$ cat config.mk
export PLATFORM = sky130hd
export DESIGN_NAME = median_of_five_sensor_qualifier_core
export DESIGN_NICKNAME = d
export VERILOG_FILES = /design/src/hdl/mofsq_pkg.sv /design/src/hdl/mofsq_cell.sv /design/src/hdl/mofsq_chain.sv /design/src/hdl/median_of_five_sensor_qualifier_core.sv
export SDC_FILE = /design/constraint.sdc
export NUM_CORES = 1
export LEC_CHECK = 0
export BUFFER_PORTS_ARGS = -buffer_cell sky130_fd_sc_hd__buf_2
export CAP_MARGIN = 20
export CELL_PAD_IN_SITES_DETAIL_PLACEMENT = 0
export CELL_PAD_IN_SITES_GLOBAL_PLACEMENT = 2
export CORE_ASPECT_RATIO = 1.4
export CORE_MARGIN = 3
export CORE_UTILIZATION = 41
export DETAILED_ROUTE_END_ITERATION = 8
export PLACE_DENSITY = 0.88
export SYNTH_ARGS = -nofsm -noshare
export SYNTH_HDL_FRONTEND = slang
export SYNTH_SLANG_ARGS = --single-unit
$ cat constraint.sdc
create_clock -name aclk -period 6.2 [get_ports aclk]
set_input_delay 0.62 -clock aclk [delete_from_list [all_inputs] [get_ports aclk]]
set_output_delay 0.62 -clock aclk [all_outputs]
set_load 0.005 [all_outputs]
$ cat src/hdl/mofsq_pkg.sv
`timescale 1ns / 1ps

package mofsq_pkg;

    localparam int SAMPLES_PER_READING = 5;
    localparam int SAMPLE_BITS         = 12;
    localparam int COUNT_W             = $clog2(SAMPLES_PER_READING + 1);
    localparam int MEDIAN_IDX          = SAMPLES_PER_READING / 2;
    localparam int ERR_W               = 8;
    localparam int CFG_IDX_W           = 2;
    localparam int CFG_DATA_W          = 12;

    localparam logic [ERR_W-1:0] ERR_COUNT_MAX = 8'd255;

    localparam logic [CFG_IDX_W-1:0] REG_ERROR_LIMIT     = 2'd0;
    localparam logic [CFG_IDX_W-1:0] REG_LOW_FAULT_LIMIT = 2'd1;
    localparam logic [CFG_IDX_W-1:0] REG_POWER_ON_VALUE  = 2'd2;

    localparam logic [ERR_W-1:0]      RST_ERROR_LIMIT     = 8'd10;
    localparam logic [CFG_DATA_W-1:0] RST_LOW_FAULT_LIMIT = 12'h820;
    localparam logic [CFG_DATA_W-1:0] RST_POWER_ON_VALUE  = 12'd1360;

    localparam logic CMD_SAMPLE  = 1'b0;
    localparam logic CMD_MAPFAIL = 1'b1;

    typedef logic signed [SAMPLE_BITS-1:0] sample_t;

    typedef struct packed {
        logic    gt;
        sample_t value;
    } chain_link_t;

    typedef struct packed {
        logic    insert;
        sample_t value;
    } chain_ctrl_t;

endpackage

$ cat src/hdl/mofsq_cell.sv
`timescale 1ns / 1ps

module mofsq_cell (
    input  logic                  aclk,
    input  mofsq_pkg::chain_ctrl_t ctrl,
    input  logic                  occupied,
    input  mofsq_pkg::chain_link_t left_link,
    output mofsq_pkg::chain_link_t link
);
    import mofsq_pkg::*;

    sample_t value_reg;
    sample_t value_next;
    logic    gt;

    assign gt = !occupied || (value_reg > ctrl.value);

    always_comb begin
        value_next = value_reg;
        if (ctrl.insert && gt) begin
            value_next = left_link.gt ? left_link.value : ctrl.value;
        end
    end

    always_ff @(posedge aclk) begin
        value_reg <= value_next;
    end

    assign link.gt    = gt;
    assign link.value = value_reg;

endmodule

$ cat src/hdl/mofsq_chain.sv
`timescale 1ns / 1ps

module mofsq_chain (
    input  logic                         aclk,
    input  mofsq_pkg::chain_ctrl_t       ctrl,
    input  logic [mofsq_pkg::COUNT_W-1:0] fill_count,
    output mofsq_pkg::sample_t           median
);
    import mofsq_pkg::*;

    chain_link_t links [SAMPLES_PER_READING];
    chain_link_t lefts [SAMPLES_PER_READING];

    for (genvar i = 0; i < SAMPLES_PER_READING; i++) begin : g_cell
        logic occupied;
        assign occupied = COUNT_W'(i) < fill_count;
        if (i == 0) begin : g_head
            assign lefts[i] = '0;
        end else begin : g_body
            assign lefts[i] = links[i-1];
        end
        mofsq_cell u_cell (
            .aclk      (aclk),
            .ctrl      (ctrl),
            .occupied  (occupied),
            .left_link (lefts[i]),
            .link      (links[i])
        );
    end

    assign median = links[MEDIAN_IDX].value;

endmodule

$ cat src/hdl/median_of_five_sensor_qualifier_core.sv
`timescale 1ns / 1ps

// Median-of-five temperature qualifier. Samples enter a row of five sorting cells, one
// beat per cycle while s_ready is high, each insertion placing the sample in order
// across all cells in the same cycle. A beat that completes a set of five, or a mapping
// failure event, moves to a result stage that qualifies the middle cell against the
// limits (a mapping failure instead reports a failed round), updates the fault-round
// count and loads the output register; while the result stage is occupied s_ready is
// low. A finished result may wait in the output register while further samples are
// accepted; the next set-completing beat waits in the result stage until the output
// register is free. Results are reported through m_valid/m_ready.
module median_of_five_sensor_qualifier_core (
    input  logic                              aclk,
    input  logic                              aresetn,
    input  logic                              cfg_wr_en,
    input  logic [mofsq_pkg::CFG_IDX_W-1:0]   cfg_index,
    input  logic [mofsq_pkg::CFG_DATA_W-1:0]  cfg_wdata,
    input  logic                              s_valid,
    output logic                              s_ready,
    input  logic                              s_command,
    input  logic signed [mofsq_pkg::SAMPLE_BITS-1:0] s_sample,
    input  logic                              s_last_sensor,
    output logic                              m_valid,
    input  logic                              m_ready,
    output logic signed [mofsq_pkg::SAMPLE_BITS-1:0] m_median,
    output logic                              m_sample_fault,
    output logic                              m_round_done,
    output logic                              m_round_ok,
    output logic [mofsq_pkg::ERR_W-1:0]       m_error_count,
    output logic                              m_service_error
);
    import mofsq_pkg::*;

    logic [ERR_W-1:0]   error_limit_reg;
    sample_t            low_fault_limit_reg;
    sample_t            power_on_value_reg;

    logic [COUNT_W-1:0] count_reg, count_next;
    logic               round_fault_reg, round_fault_next;
    logic [ERR_W-1:0]   fault_rounds_reg, fault_rounds_next;
    logic               pend_reg, pend_next;
    logic               pend_map_reg, pend_map_next;
    logic               pend_last_reg, pend_last_next;

    logic               m_valid_reg, m_valid_next;
    sample_t            median_reg, median_next;
    logic               fault_reg, fault_next;
    logic               done_reg, done_next;
    logic               ok_reg, ok_next;
    logic [ERR_W-1:0]   count_out_reg;
    logic               service_reg, service_next;

    chain_ctrl_t        ctrl;
    sample_t            chain_median;
    logic               s_beat;
    logic               fire;
    logic               med_fault;
    logic               rf_new;
    logic [ERR_W-1:0]   fr_bump;

    assign s_ready = !pend_reg;
    assign s_beat  = s_valid && s_ready;
    assign fire    = pend_reg && (!m_valid_reg || m_ready);

    assign ctrl.insert = s_beat && (s_command == CMD_SAMPLE);
    assign ctrl.value  = s_sample;

    mofsq_chain u_chain (
        .aclk       (aclk),
        .ctrl       (ctrl),
        .fill_count (count_reg),
        .median     (chain_median)
    );

    assign med_fault = (chain_median < low_fault_limit_reg) ||
                       (chain_median == power_on_value_reg);
    assign rf_new    = round_fault_reg || med_fault;
    assign fr_bump   = (fault_rounds_reg == ERR_COUNT_MAX) ? fault_rounds_reg
                                                           : fault_rounds_reg + 1'b1;

    always_comb begin
        count_next        = count_reg;
        round_fault_next  = round_fault_reg;
        fault_rounds_next = fault_rounds_reg;
        pend_next         = pend_reg;
        pend_map_next     = pend_map_reg;
        pend_last_next    = pend_last_reg;
        m_valid_next      = m_valid_reg && !m_ready;
        median_next       = median_reg;
        fault_next        = fault_reg;
        done_next         = done_reg;
        ok_next           = ok_reg;
        service_next      = service_reg;

        if (s_beat) begin
            if (s_command == CMD_MAPFAIL) begin
                count_next    = '0;
                pend_next     = 1'b1;
                pend_map_next = 1'b1;
            end else if (count_reg == COUNT_W'(SAMPLES_PER_READING - 1)) begin
                count_next     = '0;
                pend_next      = 1'b1;
                pend_map_next  = 1'b0;
                pend_last_next = s_last_sensor;
            end else begin
                count_next = count_reg + 1'b1;
            end
        end

        if (fire) begin
            pend_next    = 1'b0;
            m_valid_next = 1'b1;
            if (pend_map_reg) begin
                fault_rounds_next = fr_bump;
                round_fault_next  = 1'b0;
                median_next       = '0;
                fault_next        = 1'b0;
                done_next         = 1'b1;
                ok_next           = 1'b0;
            end else begin
                median_next = chain_median;
                fault_next  = med_fault;
                done_next   = pend_last_reg;
                ok_next     = pend_last_reg && !rf_new;
                if (pend_last_reg) begin
                    fault_rounds_next = rf_new ? fr_bump : '0;
                    round_fault_next  = 1'b0;
                end else begin
                    round_fault_next  = rf_new;
                end
            end
            service_next = fault_rounds_next > error_limit_reg;
        end
    end

    always_ff @(posedge aclk) begin
        if (!aresetn) begin
            error_limit_reg     <= RST_ERROR_LIMIT;
            low_fault_limit_reg <= RST_LOW_FAULT_LIMIT;
            power_on_value_reg  <= RST_POWER_ON_VALUE;
            count_reg           <= '0;
            round_fault_reg     <= 1'b0;
            fault_rounds_reg    <= '0;
            pend_reg            <= 1'b0;
            pend_map_reg        <= 1'b0;
            pend_last_reg       <= 1'b0;
            m_valid_reg         <= 1'b0;
        end else begin
            if (cfg_wr_en) begin
                case (cfg_index)
                    REG_ERROR_LIMIT:     error_limit_reg     <= cfg_wdata[ERR_W-1:0];
                    REG_LOW_FAULT_LIMIT: low_fault_limit_reg <= cfg_wdata;
                    REG_POWER_ON_VALUE:  power_on_value_reg  <= cfg_wdata;
                    default: ;
                endcase
            end
            count_reg        <= count_next;
            round_fault_reg  <= round_fault_next;
            fault_rounds_reg <= fault_rounds_next;
            pend_reg         <= pend_next;
            pend_map_reg     <= pend_map_next;
            pend_last_reg    <= pend_last_next;
            m_valid_reg      <= m_valid_next;
        end
    end

    always_ff @(posedge aclk) begin
        median_reg    <= median_next;
        fault_reg     <= fault_next;
        done_reg      <= done_next;
        ok_reg        <= ok_next;
        count_out_reg <= fault_rounds_next;
        service_reg   <= service_next;
    end

    assign m_valid         = m_valid_reg;
    assign m_median        = median_reg;
    assign m_sample_fault  = fault_reg;
    assign m_round_done    = done_reg;
    assign m_round_ok      = ok_reg;
    assign m_error_count   = count_out_reg;
    assign m_service_error = service_reg;

    a_fire_loads_output: assert property (@(posedge aclk) disable iff (!aresetn)
        fire |=> m_valid_reg && !pend_reg)
        else $error("result stage did not load output register");

    a_count_in_range: assert property (@(posedge aclk) disable iff (!aresetn)
        count_reg <= COUNT_W'(SAMPLES_PER_READING - 1))
        else $error("fill count out of range");

    a_ok_clears_count: assert property (@(posedge aclk) disable iff (!aresetn)
        m_valid_reg && ok_reg |-> done_reg && (count_out_reg == '0) && !service_reg)
        else $error("clean round result with nonzero error count");

    a_mapfail_result: assert property (@(posedge aclk) disable iff (!aresetn)
        fire && pend_map_reg |=> done_reg && !ok_reg && !fault_reg)
        else $error("mapping failure result fields wrong");

endmodule
==> flow_summary_export.csv, run 1 <==
group,metric,value,unit
layout,syn_to_final_growth,13.72,%
routing,drt_wl_total,13890,um
power_and_ir_drop,combPwrFrac,0.113,
routing,wl_per_cell,16.67,um
sta,slew_viol_final,0,
worst_setup_path,crit_path_start_kind,"flop",
logic_synthesis,netlist_area,5854,sq um
worst_setup_path,endpoint_kind,"flop",
placed_design,place_hpwl,11020,um
worst_setup_path,r2r_start,"u_chain.g_cell[2].u_cell.value_reg[5]$_DFFE_PP_",
min_path,whs_path_depth,2,
global_route,grt_remaining_overflow,0,
routing,route.detailed.drc,0,
logic_synthesis,ys_seq_area_frac,0.4582,
logic_synthesis,syn-num-nets,679,
sta,worst_pin_slew,1064,ps
logic_synthesis,ys_ff_latch,108,
routing,drt_iter0_drc,130,
sta,tns,0,ps
power_and_ir_drop,p_sw,0.3937,mW
layout,largest_reg_flops,36,
global_route,antenna_found_initial,0,
sta,finalClockSkew,5.657,ps
worst_setup_path,ff2ff_setup_slack,2100,ps
cts,cts_buffers,9,
floorplanning,die-area,15770,sq um
worst_setup_path,critical_path.max_fanout,11,
cts,clockBufferDepth,2,
sta,hold_ws,473.2,ps
sta,setup_viol,0,
placed_design,gp_congestion,0.8602,
worst_setup_path,required,6310,ps
outcome,status,"complete, no violations",
worst_setup_path,crit_type,"reg -> reg",
global_route,track_usage,0.1859,
logic_synthesis,syn_inst,588,
sta,grt_setup_unrepaired,"no",
power_and_ir_drop,swShare,0.2387,
worst_setup_path,r2r_cells,16,
power_and_ir_drop,clkPwrFrac,0.401,
cts,cts_root_buf,"clkbuf_16",
floorplanning,floorplan.initialDensity,0.4189,
cts,worstSkewPairLatency,360,ps
power_and_ir_drop,ir_worst_vdd,121.6,uV
routing,drt-vias-per-instance,5.148,
floorplanning,ios,59,
min_path,hp-class,"reg -> reg",
worst_setup_path,worstReg2RegEnd,"m_service_error$_DFFE_PP_",
sta,finalHoldViolCount,0,
worst_setup_path,critPathArrivalTime,4210,ps
run,maxCapViolCount,0,
global_route,first_global_vias,4488,
routing,antenna_left,0,
floorplanning,die_x,107.0,um
sta,period_minus_slack,4103,ps
cts,cts.sinks,108,
sta,relSlewSlack,0.2879,
power_and_ir_drop,powerDensity,247.7,nW/um^2
floorplanning,row_count,51,
power_and_ir_drop,pwr-share-seq,0.486,
layout,antenna_cells,0,
logic_synthesis,synthDistinctLibCells,52,
cts,clkSlewWorstSetupHoldPaths,70,ps
layout,drive_above_1_share,0.1759,
routing,via_count,4288,
cts,cts_setup_buffers,0,
global_route,grt_pass1_wl,22450,um
floorplanning,core,13970,sq um
cts,tritoncts,"done",
layout,nets,734,
sta,min_period_over_period,0.6618,
cts,cts_hold_buffers,0,
min_path,hold_end,"low_fault_limit_reg[2]$_SDFFE_PN0P_",
power_and_ir_drop,p_int,1.255,mW
logic_synthesis,ys_warn_count,0,
logic_synthesis,syn_avg_cell_area,9.956,sq um
sta,fmax,243.7,MHz
min_path,min_from,"low_fault_limit_reg[2]$_SDFFE_PN0P_",
cts,cts_htree_levels,3,
floorplanning,die_h,147.4,um
routing,drt_pass1_iterations,4,
cts,post_cts_resized,0,
global_route,grt_max_degree,51,
placed_design,portBuffers,58,
power_and_ir_drop,leakage,2.739,nW
[cell type report]
class,instances,area [sq um]
flip-flops and latches,108,2683
clock inverters,7,113.9
clock buffers,9,225.2
repair buffers,61,312.8
fillers,1313,7317
inverters,39,146.4
multi-input cells,424,2945
well taps,185,231.5
[Yosys cell counts (all sizes together)]
cell type | number | area share
o21ai | 22 | 0.019
or2 | 1 | 0.0011
clkbuf | 13 | 0.0083
mux2i | 5 | 0.0092
o31ai | 2 | 0.0026
a21boi | 25 | 0.032
mux2 | 26 | 0.051
xnor2 | 13 | 0.019
nand2 | 83 | 0.053
a21o | 4 | 0.0051
nor3b | 6 | 0.0077
and4 | 1 | 0.0015
nand2b | 5 | 0.0066
a31oi | 3 | 0.0032
and2 | 5 | 0.0053
inv | 38 | 0.024
nand3b | 2 | 0.0026
nor3 | 8 | 0.0077
ha | 58 | 0.12
nor4 | 2 | 0.0021
o31a | 1 | 0.0015
and3 | 5 | 0.0053
o21a | 9 | 0.012
nor2b | 30 | 0.034
clkinv | 1 | 0.00064
nor4b | 1 | 0.0015
a41oi | 1 | 0.0015
and3b | 1 | 0.0015
o211ai | 4 | 0.0051
a31o | 2 | 0.0030
nand3 | 17 | 0.015
o32ai | 1 | 0.0015
nor2 | 36 | 0.023
a22oi | 1 | 0.0013
nand4 | 11 | 0.012
a21oi | 32 | 0.029
buf | 4 | 0.0053
a211oi | 1 | 0.0034
dfxtp | 56 | 0.19
edfxtp | 52 | 0.27
[cells in the final DEF (no fill, tap or decap), types with 4 or more instances in the layout]
cell type	netlist	routed
mux2_2	23	23
and3_1	5	5
a21oi_1	30	30
o21ai_0	16	16
edfxtp_1	52	52
nor3_1	7	7
a21o_1	4	4
nor2_1	36	36
a21boi_0	25	25
nand4_1	11	11
nand2b_1	4	4
o21ai_1	5	5
ha_1	58	58
nor2b_1	28	28
dfxtp_1	56	56
inv_1	38	38
nand2_1	83	83
clkbuf_16	0	9
and2_1	5	5
buf_2	1	58
o21a_1	9	9
mux2i_1	4	4
nand3_1	17	17
xnor2_1	13	13
o211ai_1	4	4
nor3b_1	6	6
[routing by layer]
metal	vias to the layer above	share of wire	track usage
li1	2177	-	-
met1	2015	0.38	0.1918
met3	26	0.027	0.03495
met4	0	0.038	0.08253
met5	-	0	0
met2	70	0.55	0.3572
[how the worst max path moves through the flow]
stage                                                           from                        end  slack [ps]  depth (start not counted)
floorplan           u_chain.g_cell[2].u_cell.value_reg[11]$_DFFE_PP_  m_service_error$_DFFE_PP_        3010                         16
global placement     u_chain.g_cell[2].u_cell.value_reg[5]$_DFFE_PP_  m_service_error$_DFFE_PP_        2340                         16
detailed placement   u_chain.g_cell[2].u_cell.value_reg[5]$_DFFE_PP_  m_service_error$_DFFE_PP_        2130                         16
CTS                  u_chain.g_cell[2].u_cell.value_reg[5]$_DFFE_PP_  m_service_error$_DFFE_PP_        2110                         16
global route         u_chain.g_cell[2].u_cell.value_reg[5]$_DFFE_PP_  m_service_error$_DFFE_PP_        1830                         16
finish               u_chain.g_cell[2].u_cell.value_reg[5]$_DFFE_PP_  m_service_error$_DFFE_PP_        2100                         16
[worst max-delay path, cell delays in order, from the launching register on]
cell and delay [ps]:
edfxtp_1 470, ha_1 340, a21o_1 180, nand3_1 70
a21oi_1 100, a211oi_4 320, mux2i_1 720, inv_1 120
o32ai_1 350, ha_1 310, nor2b_1 130, o21a_1 160
o21ai_0 150, nand2b_1 80, a21oi_1 160, o21ai_0 90
o31a_1 110
[kinds of logic (layout without fill, tap and decap cells)]
logic type      count (synthesis)  after routing  synth area share
xor+xnor                       13             13           0.01945
fa+ha+maj                      58             58            0.1240
mux                            31             31           0.06048
compound gates                108            108            0.1199
buf+inv                        56            116           0.03868
simple gates                  214            214            0.1793
flops                         108            108            0.4582
[through the flow]
| step | instance area, sq um | utilization | power, mW | worst slack, ps | std cells |
|---|---|---|---|---|---|
| detailed placement | 6319 | 0.4521 | 1.008 | 2133 | 817 |
| finish | 6658 | 0.4764 | 1.649 | 2097 | 833 |
| floorplan | 5854 | - | 0.9375 | 3005 | 588 |
| CTS | 6658 | 0.4764 | 1.669 | 2112 | 833 |
| global route | 6658 | 0.4764 | 1.721 | 1830 | 833 |
| global placement | 6319 | 0.4521 | 1.001 | 2339 | 817 |
[power groups by stage]
stage               Clock, mW  Combinational (mW)  Sequential [mW]
floorplan                   0               0.127            0.811
global placement            0               0.184            0.817
detailed placement          0               0.190            0.818
CTS                     0.677               0.191            0.802
global route            0.702               0.214            0.805
finish                  0.661               0.187            0.801
(Power assumes the default switching activity.)
==> run 2: changes to the inputs <==
--- a/config.mk
+++ b/config.mk
@@ -11,9 +11,9 @@
 export CELL_PAD_IN_SITES_GLOBAL_PLACEMENT = 2
 export CORE_ASPECT_RATIO = 1.4
 export CORE_MARGIN = 3
-export CORE_UTILIZATION = 41
+export CORE_UTILIZATION = 38
 export DETAILED_ROUTE_END_ITERATION = 8
-export PLACE_DENSITY = 0.88
+export PLACE_DENSITY = 0.83
 export SYNTH_ARGS = -nofsm -noshare
 export SYNTH_HDL_FRONTEND = slang
 export SYNTH_SLANG_ARGS = --single-unit
==> constraint.sdc (replaced) <==
create_clock -name aclk -period 4.25 [get_ports aclk]
set_input_delay 0.425 -clock aclk [delete_from_list [all_inputs] [get_ports aclk]]
set_output_delay 0.425 -clock aclk [all_outputs]
set_load 0.005 [all_outputs]
==> run 2 against run 1 <==
- sequential share of layout area grew 0.26 points
- count of clock-buffer cells in the layout is the same
- combinational power grew 45%
- die area grew 7.5%
- fmax grew 18%
- largest power group unchanged
==> flow_summary_export.csv, run 2 (synthesis gave the netlist of run 1 again) <==
group,metric,value,unit
routing,wl_per_cell,16.54,um
global_route,grt_pass1_wl,22740,um
sta,hold_ws,290.5,ps
worst_setup_path,critPathArrivalTime,3580,ps
cts,cts_htree_levels,3,
sta,worst_pin_slew,820.5,ps
cts,cts_buffers,9,
worst_setup_path,crit_path_start_kind,"flop",
outcome,status,"complete, no violations",
cts,cts_hold_buffers,0,
routing,route.detailed.drc,0,
sta,grt_setup_unrepaired,"no",
floorplanning,die-area,16950,sq um
cts,worstSkewPairLatency,360,ps
floorplanning,core,15050,sq um
worst_setup_path,r2r_start,"u_chain.g_cell[2].u_cell.value_reg[5]$_DFFE_PP_",
cts,tritoncts,"done",
layout,largest_reg_flops,36,
cts,clockBufferDepth,2,
worst_setup_path,required,4360,ps
sta,setup_viol,0,
sta,min_period_over_period,0.8155,
layout,nets,736,
cts,post_cts_resized,0,
cts,cts.sinks,108,
layout,utilization,0.4394,
routing,drt_wl_total,13930,um
run,maxCapViolCount,0,
cts,cts_root_buf,"clkbuf_16",
cts,cts_setup_buffers,0,
routing,antenna_left,0,
global_route,track_usage,0.1703,
placed_design,place_hpwl,10930,um
sta,period_minus_slack,3466,ps
worst_setup_path,critPathLaunch,"u_chain.g_cell[2].u_cell.value_reg[5]$_DFFE_PP_",
cts,clkSlewWorstSetupHoldPaths,70,ps
sta,slew_viol_final,0,
layout,syn_to_final_growth,12.99,%
worst_setup_path,crit_chain,"ha_1, a21o_1, nand3_1, a21oi_1, a211oi_4, mux2i_1, inv_1, o32ai_1, ha_1, nor2b_1, o21a_1, o21ai_0, nand2b_1, a21oi_1, o21ai_0, o31a_1",
global_route,grt_max_degree,51,
routing,drt_pass1_iterations,4,
sta,finalHoldViolCount,0,
worst_setup_path,cp_slowest_stage_delay,460,ps
sta,fmax,288.5,MHz
layout,antenna_cells,0,
layout,final_cell_mix,"83 x nand2_1, 58 x ha_1, 58 x buf_2, 56 x dfxtp_1, 52 x edfxtp_1",
routing,drt_iter0_drc,177,
layout,ff_latch_area,2683,sq um
layout,final_common_cell,"nand2_1",
sta,finalClockSkew,8.034,ps
floorplanning,die_x,110.9,um
layout,nFillCells,1466,
worst_setup_path,slowest_stage,"edfxtp_1",
min_path,hp-class,"in -> reg",
worst_setup_path,endpoint_kind,"flop",
floorplanning,die_h,152.9,um
sta,tns,0,ps
power_and_ir_drop,ir_worst_vdd,205.0,uV
worst_setup_path,critical_path.max_fanout,4,
min_path,min_from,"s_sample[11]",
global_route,grt_remaining_overflow,0,
sta,relSlewSlack,0.4530,
placed_design,gp_congestion,0.8574,
layout,drive_above_1_share,0.1785,
worst_setup_path,crit_type,"reg -> reg",
floorplanning,row_count,53,
power_and_ir_drop,leakage,2.711,nW
placed_design,portBuffers,58,
global_route,first_global_vias,4422,
floorplanning,ios,59,
layout,multi_input_area,2945,sq um
global_route,antenna_found_initial,0,
routing,drt-vias-per-instance,5.063,
power_and_ir_drop,powerDensity,335.7,nW/um^2
floorplanning,floorplan.initialDensity,0.3889,
routing,via_count,4263,
==> run 2: cell types whose count changed in the layout (fill, tap and decap cells not counted) <==
| cell | previous run | this run |
|---|---|---|
| bufinv_16 | 3 | 0 |
| clkinvlp_4 | 0 | 2 |
| buf_4 | 3 | 4 |
| buf_6 | 0 | 1 |
| clkinv_2 | 3 | 4 |
| clkinv_4 | 0 | 1 |
| inv_6 | 1 | 0 |
==> run 2: where the power goes <==
group | internal, mW | total (mW) | switching, mW
Sequential | 1.14 | 1.17 | 0.0301
Combinational | 0.117 | 0.271 | 0.154
Clock | 0.395 | 0.780 | 0.385
Total | 1.65 | 2.22 | 0.570
==> run 2: worst max-delay path, delay by kind of cell (launching register included) <==
family,cells,cell delay [ps]
AND/OR/NAND/NOR,3,280
flip-flops,1,460
buffers and inverters,1,80
AO/OA/AOI/OAI,9,1480
adder cells (fa/ha/maj),2,630
multiplexers,1,300
==> run 2: through the flow <==
| step | std cells | total power, mW | area, sq um | worst slack (ps) |
|---|---|---|---|---|
| 3_3_place_gp | 825 | 1.461 | 6335 | 838.8 |
| 5_1_grt | 842 | 2.331 | 6615 | 345.1 |
| 6_report | 842 | 2.221 | 6615 | 784.0 |
| 3_5_place_dp | 825 | 1.468 | 6335 | 753.7 |
| 4_1_cts | 841 | 2.247 | 6604 | 727.2 |
| 2_1_floorplan | 588 | 1.368 | 5854 | 1055 |
==> run 2: cell type report <==
class,count,share of cell area
timing repair buffer,63,0.05012
multi-input combinational,424,0.4452
clock inverter,7,0.006620
clock buffer,9,0.03405
inverter,39,0.02213
sequential,108,0.4055
tap,192,0.03632
==> run 2: final timing paths <==
| check | endpoint | slack [ps] | depth (start not counted) |
|---|---|---|---|
| worst min register to register | low_fault_limit_reg[7]$_SDFFE_PN0P_ | 470 | 2 |
| worst min-delay path | u_chain.g_cell[0].u_cell.value_reg[11]$_DFFE_PP_ | 290 | 1 |
| worst max-delay path | m_service_error$_DFFE_PP_ | 780 | 16 |
| worst max register to register | m_service_error$_DFFE_PP_ | 780 | 16 |
==> run 2: layer usage <==
layer  global-route usage  up-vias  routed length (um)
li1                     -     2180                   -
met1               0.1804     1996                5452
met2               0.3238       60                7621
met3              0.03168       27                 355
met4              0.07512        0                 499
met5                    0        -                   0
==> run 3: changes to the inputs <==
--- a/config.mk
+++ b/config.mk
@@ -5,13 +5,14 @@
 export SDC_FILE = /design/constraint.sdc
 export NUM_CORES = 1
 export LEC_CHECK = 0
+export ABC_AREA = 1
 export BUFFER_PORTS_ARGS = -buffer_cell sky130_fd_sc_hd__buf_2
 export CAP_MARGIN = 20
 export CELL_PAD_IN_SITES_DETAIL_PLACEMENT = 0
 export CELL_PAD_IN_SITES_GLOBAL_PLACEMENT = 2
 export CORE_ASPECT_RATIO = 1.4
 export CORE_MARGIN = 3
-export CORE_UTILIZATION = 38
+export CORE_UTILIZATION = 36
 export DETAILED_ROUTE_END_ITERATION = 8
 export PLACE_DENSITY = 0.83
 export SYNTH_ARGS = -nofsm -noshare
==> constraint.sdc (replaced) <==
create_clock -name aclk -period 3.4 [get_ports aclk]
set_input_delay 0.34 -clock aclk [delete_from_list [all_inputs] [get_ports aclk]]
set_output_delay 0.34 -clock aclk [all_outputs]
set_load 0.005 [all_outputs]
==> run 3 against run 2 <==
- via count grew 9.7%
- clock power rose by 49%
- flip-flop and latch count did not move
- count of clock-buffer cells in the layout is 2 higher
- synthesized area fell by 2.0%
- critical path depth rose by 2
- global-route usage is 0.37 points lower
- clock skew is 1.1 ps higher
- non-clock buffer count is 1 lower
- combinational power grew 41%
- synthesized cell count grew 18%
- highest routed layer unchanged
==> flow_summary_export.csv, run 3 <==
group,metric,value,unit
global_route,first_global_vias,4699,
sta,period_minus_slack,2951,ps
cts,cts_buffers,9,
routing,drt_iter0_drc,155,
cts,cts_hold_buffers,0,
worst_setup_path,crit_path_start_kind,"flop",
worst_setup_path,required,3510,ps
routing,drt-vias-per-instance,4.928,
cts,clkSlewWorstSetupHoldPaths,80,ps
sta,grt_setup_unrepaired,"no",
power_and_ir_drop,ir_worst_vdd,234.5,uV
cts,tritoncts,"done",
floorplanning,row_count,54,
worst_setup_path,endpoint_kind,"flop",
routing,antenna_left,0,
worst_setup_path,slowest_stage,"edfxtp_1",
layout,largest_reg_flops,36,
worst_setup_path,ff2ff_setup_slack,450,ps
routing,route.detailed.drc,0,
worst_setup_path,r2r_start,"u_chain.g_cell[2].u_cell.value_reg[11]$_DFFE_PP_",
logic_synthesis,synth_top_flop_cell,"dfxtp_1",
power_and_ir_drop,powerDensity,458.0,nW/um^2
floorplanning,die_h,155.4,um
logic_synthesis,ys_top_cells_by_count,"167 x nand2_1, 94 x inv_1, 67 x a21oi_1, 58 x ha_1, 56 x dfxtp_1",
cts,clockBufferDepth,2,
sta,finalClockSkew,9.089,ps
worst_setup_path,critPathArrivalTime,3060,ps
floorplanning,die_x,112.7,um
logic_synthesis,syn_avg_cell_area,8.290,sq um
sta,tns,0,ps
worst_setup_path,crit_chain,"ha_1, nand2_1, nor2_1, nand2_1, nor2_1, nand2_1, nand3_1, nand2_1, nor2_2, nand3_2, nand3_1, o21ai_0, ha_1, nand2_1, inv_1, nand3_1, nor3_1, a31oi_1",
global_route,track_usage,0.1666,
min_path,min_from,"cfg_wdata[8]",
logic_synthesis,syn_inst,692,
min_path,hold_end,"power_on_value_reg[8]$_SDFFE_PN1P_",
placed_design,place_hpwl,11220,um
routing,wl_per_cell,14.86,um
sta,min_period_over_period,0.8679,
sta,fmax,338.9,MHz
floorplanning,floorplan.initialDensity,0.3676,
logic_synthesis,async_flop_share,0,
min_path,whs_path_depth,3,
logic_synthesis,netlist_area,5737,sq um
cts,cts.sinks,108,
logic_synthesis,synth.most_common_cell,"nand2_1",
sta,finalHoldViolCount,0,
global_route,antenna_found_initial,0,
floorplanning,ios,59,
routing,drt_wl_total,14110,um
worst_setup_path,critical_path.max_fanout,6,
cts,cts_htree_levels,3,
floorplanning,die-area,17510,sq um
floorplanning,core,15610,sq um
logic_synthesis,ys_seq_area_frac,0.4676,
logic_synthesis,synth_top_cell_area_share,0.2722,
outcome,status,"complete, no violations",
sta,setup_viol,0,
layout,drive_above_1_share,0.1142,
logic_synthesis,synth-edff-count,52,
global_route,grt_max_degree,37,
layout,nFillCells,1593,
logic_synthesis,synth_top_cell_by_area,"edfxtp_1",
power_and_ir_drop,leakage,3.037,nW
worst_setup_path,crit_type,"reg -> reg",
sta,slew_viol_final,0,
routing,drt_pass1_iterations,5,
logic_synthesis,ys_warn_count,0,
cts,post_cts_resized,0,
logic_synthesis,ys_ff_latch,108,
global_route,grt_remaining_overflow,0,
logic_synthesis,syn-num-nets,783,
cts,cts_root_buf,"clkbuf_16",
worst_setup_path,crit_top_cell,"nand2_1",
worst_setup_path,worstReg2RegEnd,"m_service_error$_DFFE_PP_",
layout,utilization,0.4205,
sta,relSlewSlack,0.3275,
routing,via_count,4677,
placed_design,portBuffers,58,
sta,worst_pin_slew,1008,ps
layout,antenna_cells,0,
logic_synthesis,synthTopCellsByArea,"edfxtp_1 27%, dfxtp_1 20%, ha_1 13%",
layout,nets,839,
power_and_ir_drop,p_total,3.006,mW
min_path,hp-class,"in -> reg",
global_route,grt_pass1_wl,22780,um
run,maxCapViolCount,0,
cts,worstSkewPairLatency,360,ps
worst_setup_path,r2r_cells,18,
layout,final_common_cell,"nand2_1",
layout,final_cell_mix,"167 x nand2_1, 94 x inv_1, 67 x a21oi_1, 58 x ha_1, 58 x buf_2",
layout,syn_to_final_growth,14.39,%
logic_synthesis,synthDistinctLibCells,29,
placed_design,gp_congestion,0.8739,
worst_setup_path,cp_slowest_stage_delay,440,ps
cts,cts_setup_buffers,0,
==> run 3: worst max-delay path: cells and delay by family (launching register included) <==
kind,cells,cell delay [ps]
AND/OR/NAND/NOR,13,1360
adder cells (fa/ha/maj),2,660
flip-flops,1,440
AO/OA/AOI/OAI,2,160
buffers and inverters,1,80
==> run 3: worst max path at each step <==
stage                                                      from                         to  slack, ps  cells past startpoint
4_1_cts        u_chain.g_cell[2].u_cell.value_reg[11]$_DFFE_PP_  m_service_error$_DFFE_PP_        430                     18
3_5_place_dp   u_chain.g_cell[2].u_cell.value_reg[11]$_DFFE_PP_  m_service_error$_DFFE_PP_        430                     18
2_1_floorplan  u_chain.g_cell[2].u_cell.value_reg[11]$_DFFE_PP_  m_service_error$_DFFE_PP_        780                     18
5_1_grt        u_chain.g_cell[2].u_cell.value_reg[11]$_DFFE_PP_  m_service_error$_DFFE_PP_        170                     18
6_report       u_chain.g_cell[2].u_cell.value_reg[11]$_DFFE_PP_  m_service_error$_DFFE_PP_        450                     18
3_3_place_gp   u_chain.g_cell[2].u_cell.value_reg[11]$_DFFE_PP_  m_service_error$_DFFE_PP_        540                     18
==> run 3: cell families (layout without fill, tap and decap cells) <==
| kind of cell | count (synthesis) | count (layout) | synth area share |
|---|---|---|---|
| and+or+nand+nor | 285 | 285 | 0.2100 |
| AOI/OAI and AO/OA | 120 | 120 | 0.1099 |
| buffers and inverters | 114 | 175 | 0.07524 |
| DFF | 108 | 108 | 0.4676 |
| adders and majority gates | 58 | 58 | 0.1265 |
| xor gates and xnor gates | 7 | 7 | 0.01069 |
==> run 3: power breakdown <==
part | internal [mW] | leakage, nW | switching [mW]
Sequential | 1.43 | 0.942 | 0.0306
Clock | 0.645 | 0.158 | 0.516
Combinational | 0.130 | 1.94 | 0.251
Total | 2.21 | 3.04 | 0.798
==> run 3: final cells by class <==
cell class | count | area, sq um | area share
Clock buffer | 11 | 264.0 | 0.04023
Inverter | 97 | 364.1 | 0.05548
Multi-Input combinational cell | 470 | 2623 | 0.3996
Timing Repair Buffer | 62 | 320.3 | 0.04881
Clock inverter | 5 | 63.81 | 0.009724
Tap cell | 196 | 245.2 | 0.03737
Sequential cell | 108 | 2683 | 0.4088
==> run 3: per-layer routing <==
layer  global-route usage  wire [um]  vias to the layer above
met3              0.02646        450                       23
met1               0.1762       5582                     2148
met2               0.3175       7664                       90
met5                    0          0                        -
met4              0.07732        407                        0
li1                     -          -                     2416
==> run 3: metrics by stage <==
stage               hold slack (ps)  setup slack [ps]  std cells  instance area, sq um
floorplan                     435.3             780.0        692                  5737
global placement              448.3             540.7        933                  6235
detailed placement            459.8             428.5        933                  6235
CTS                           182.7             428.0        949                  6563
global route                  204.7             166.5        949                  6563
finish                        194.9             449.0        949                  6563
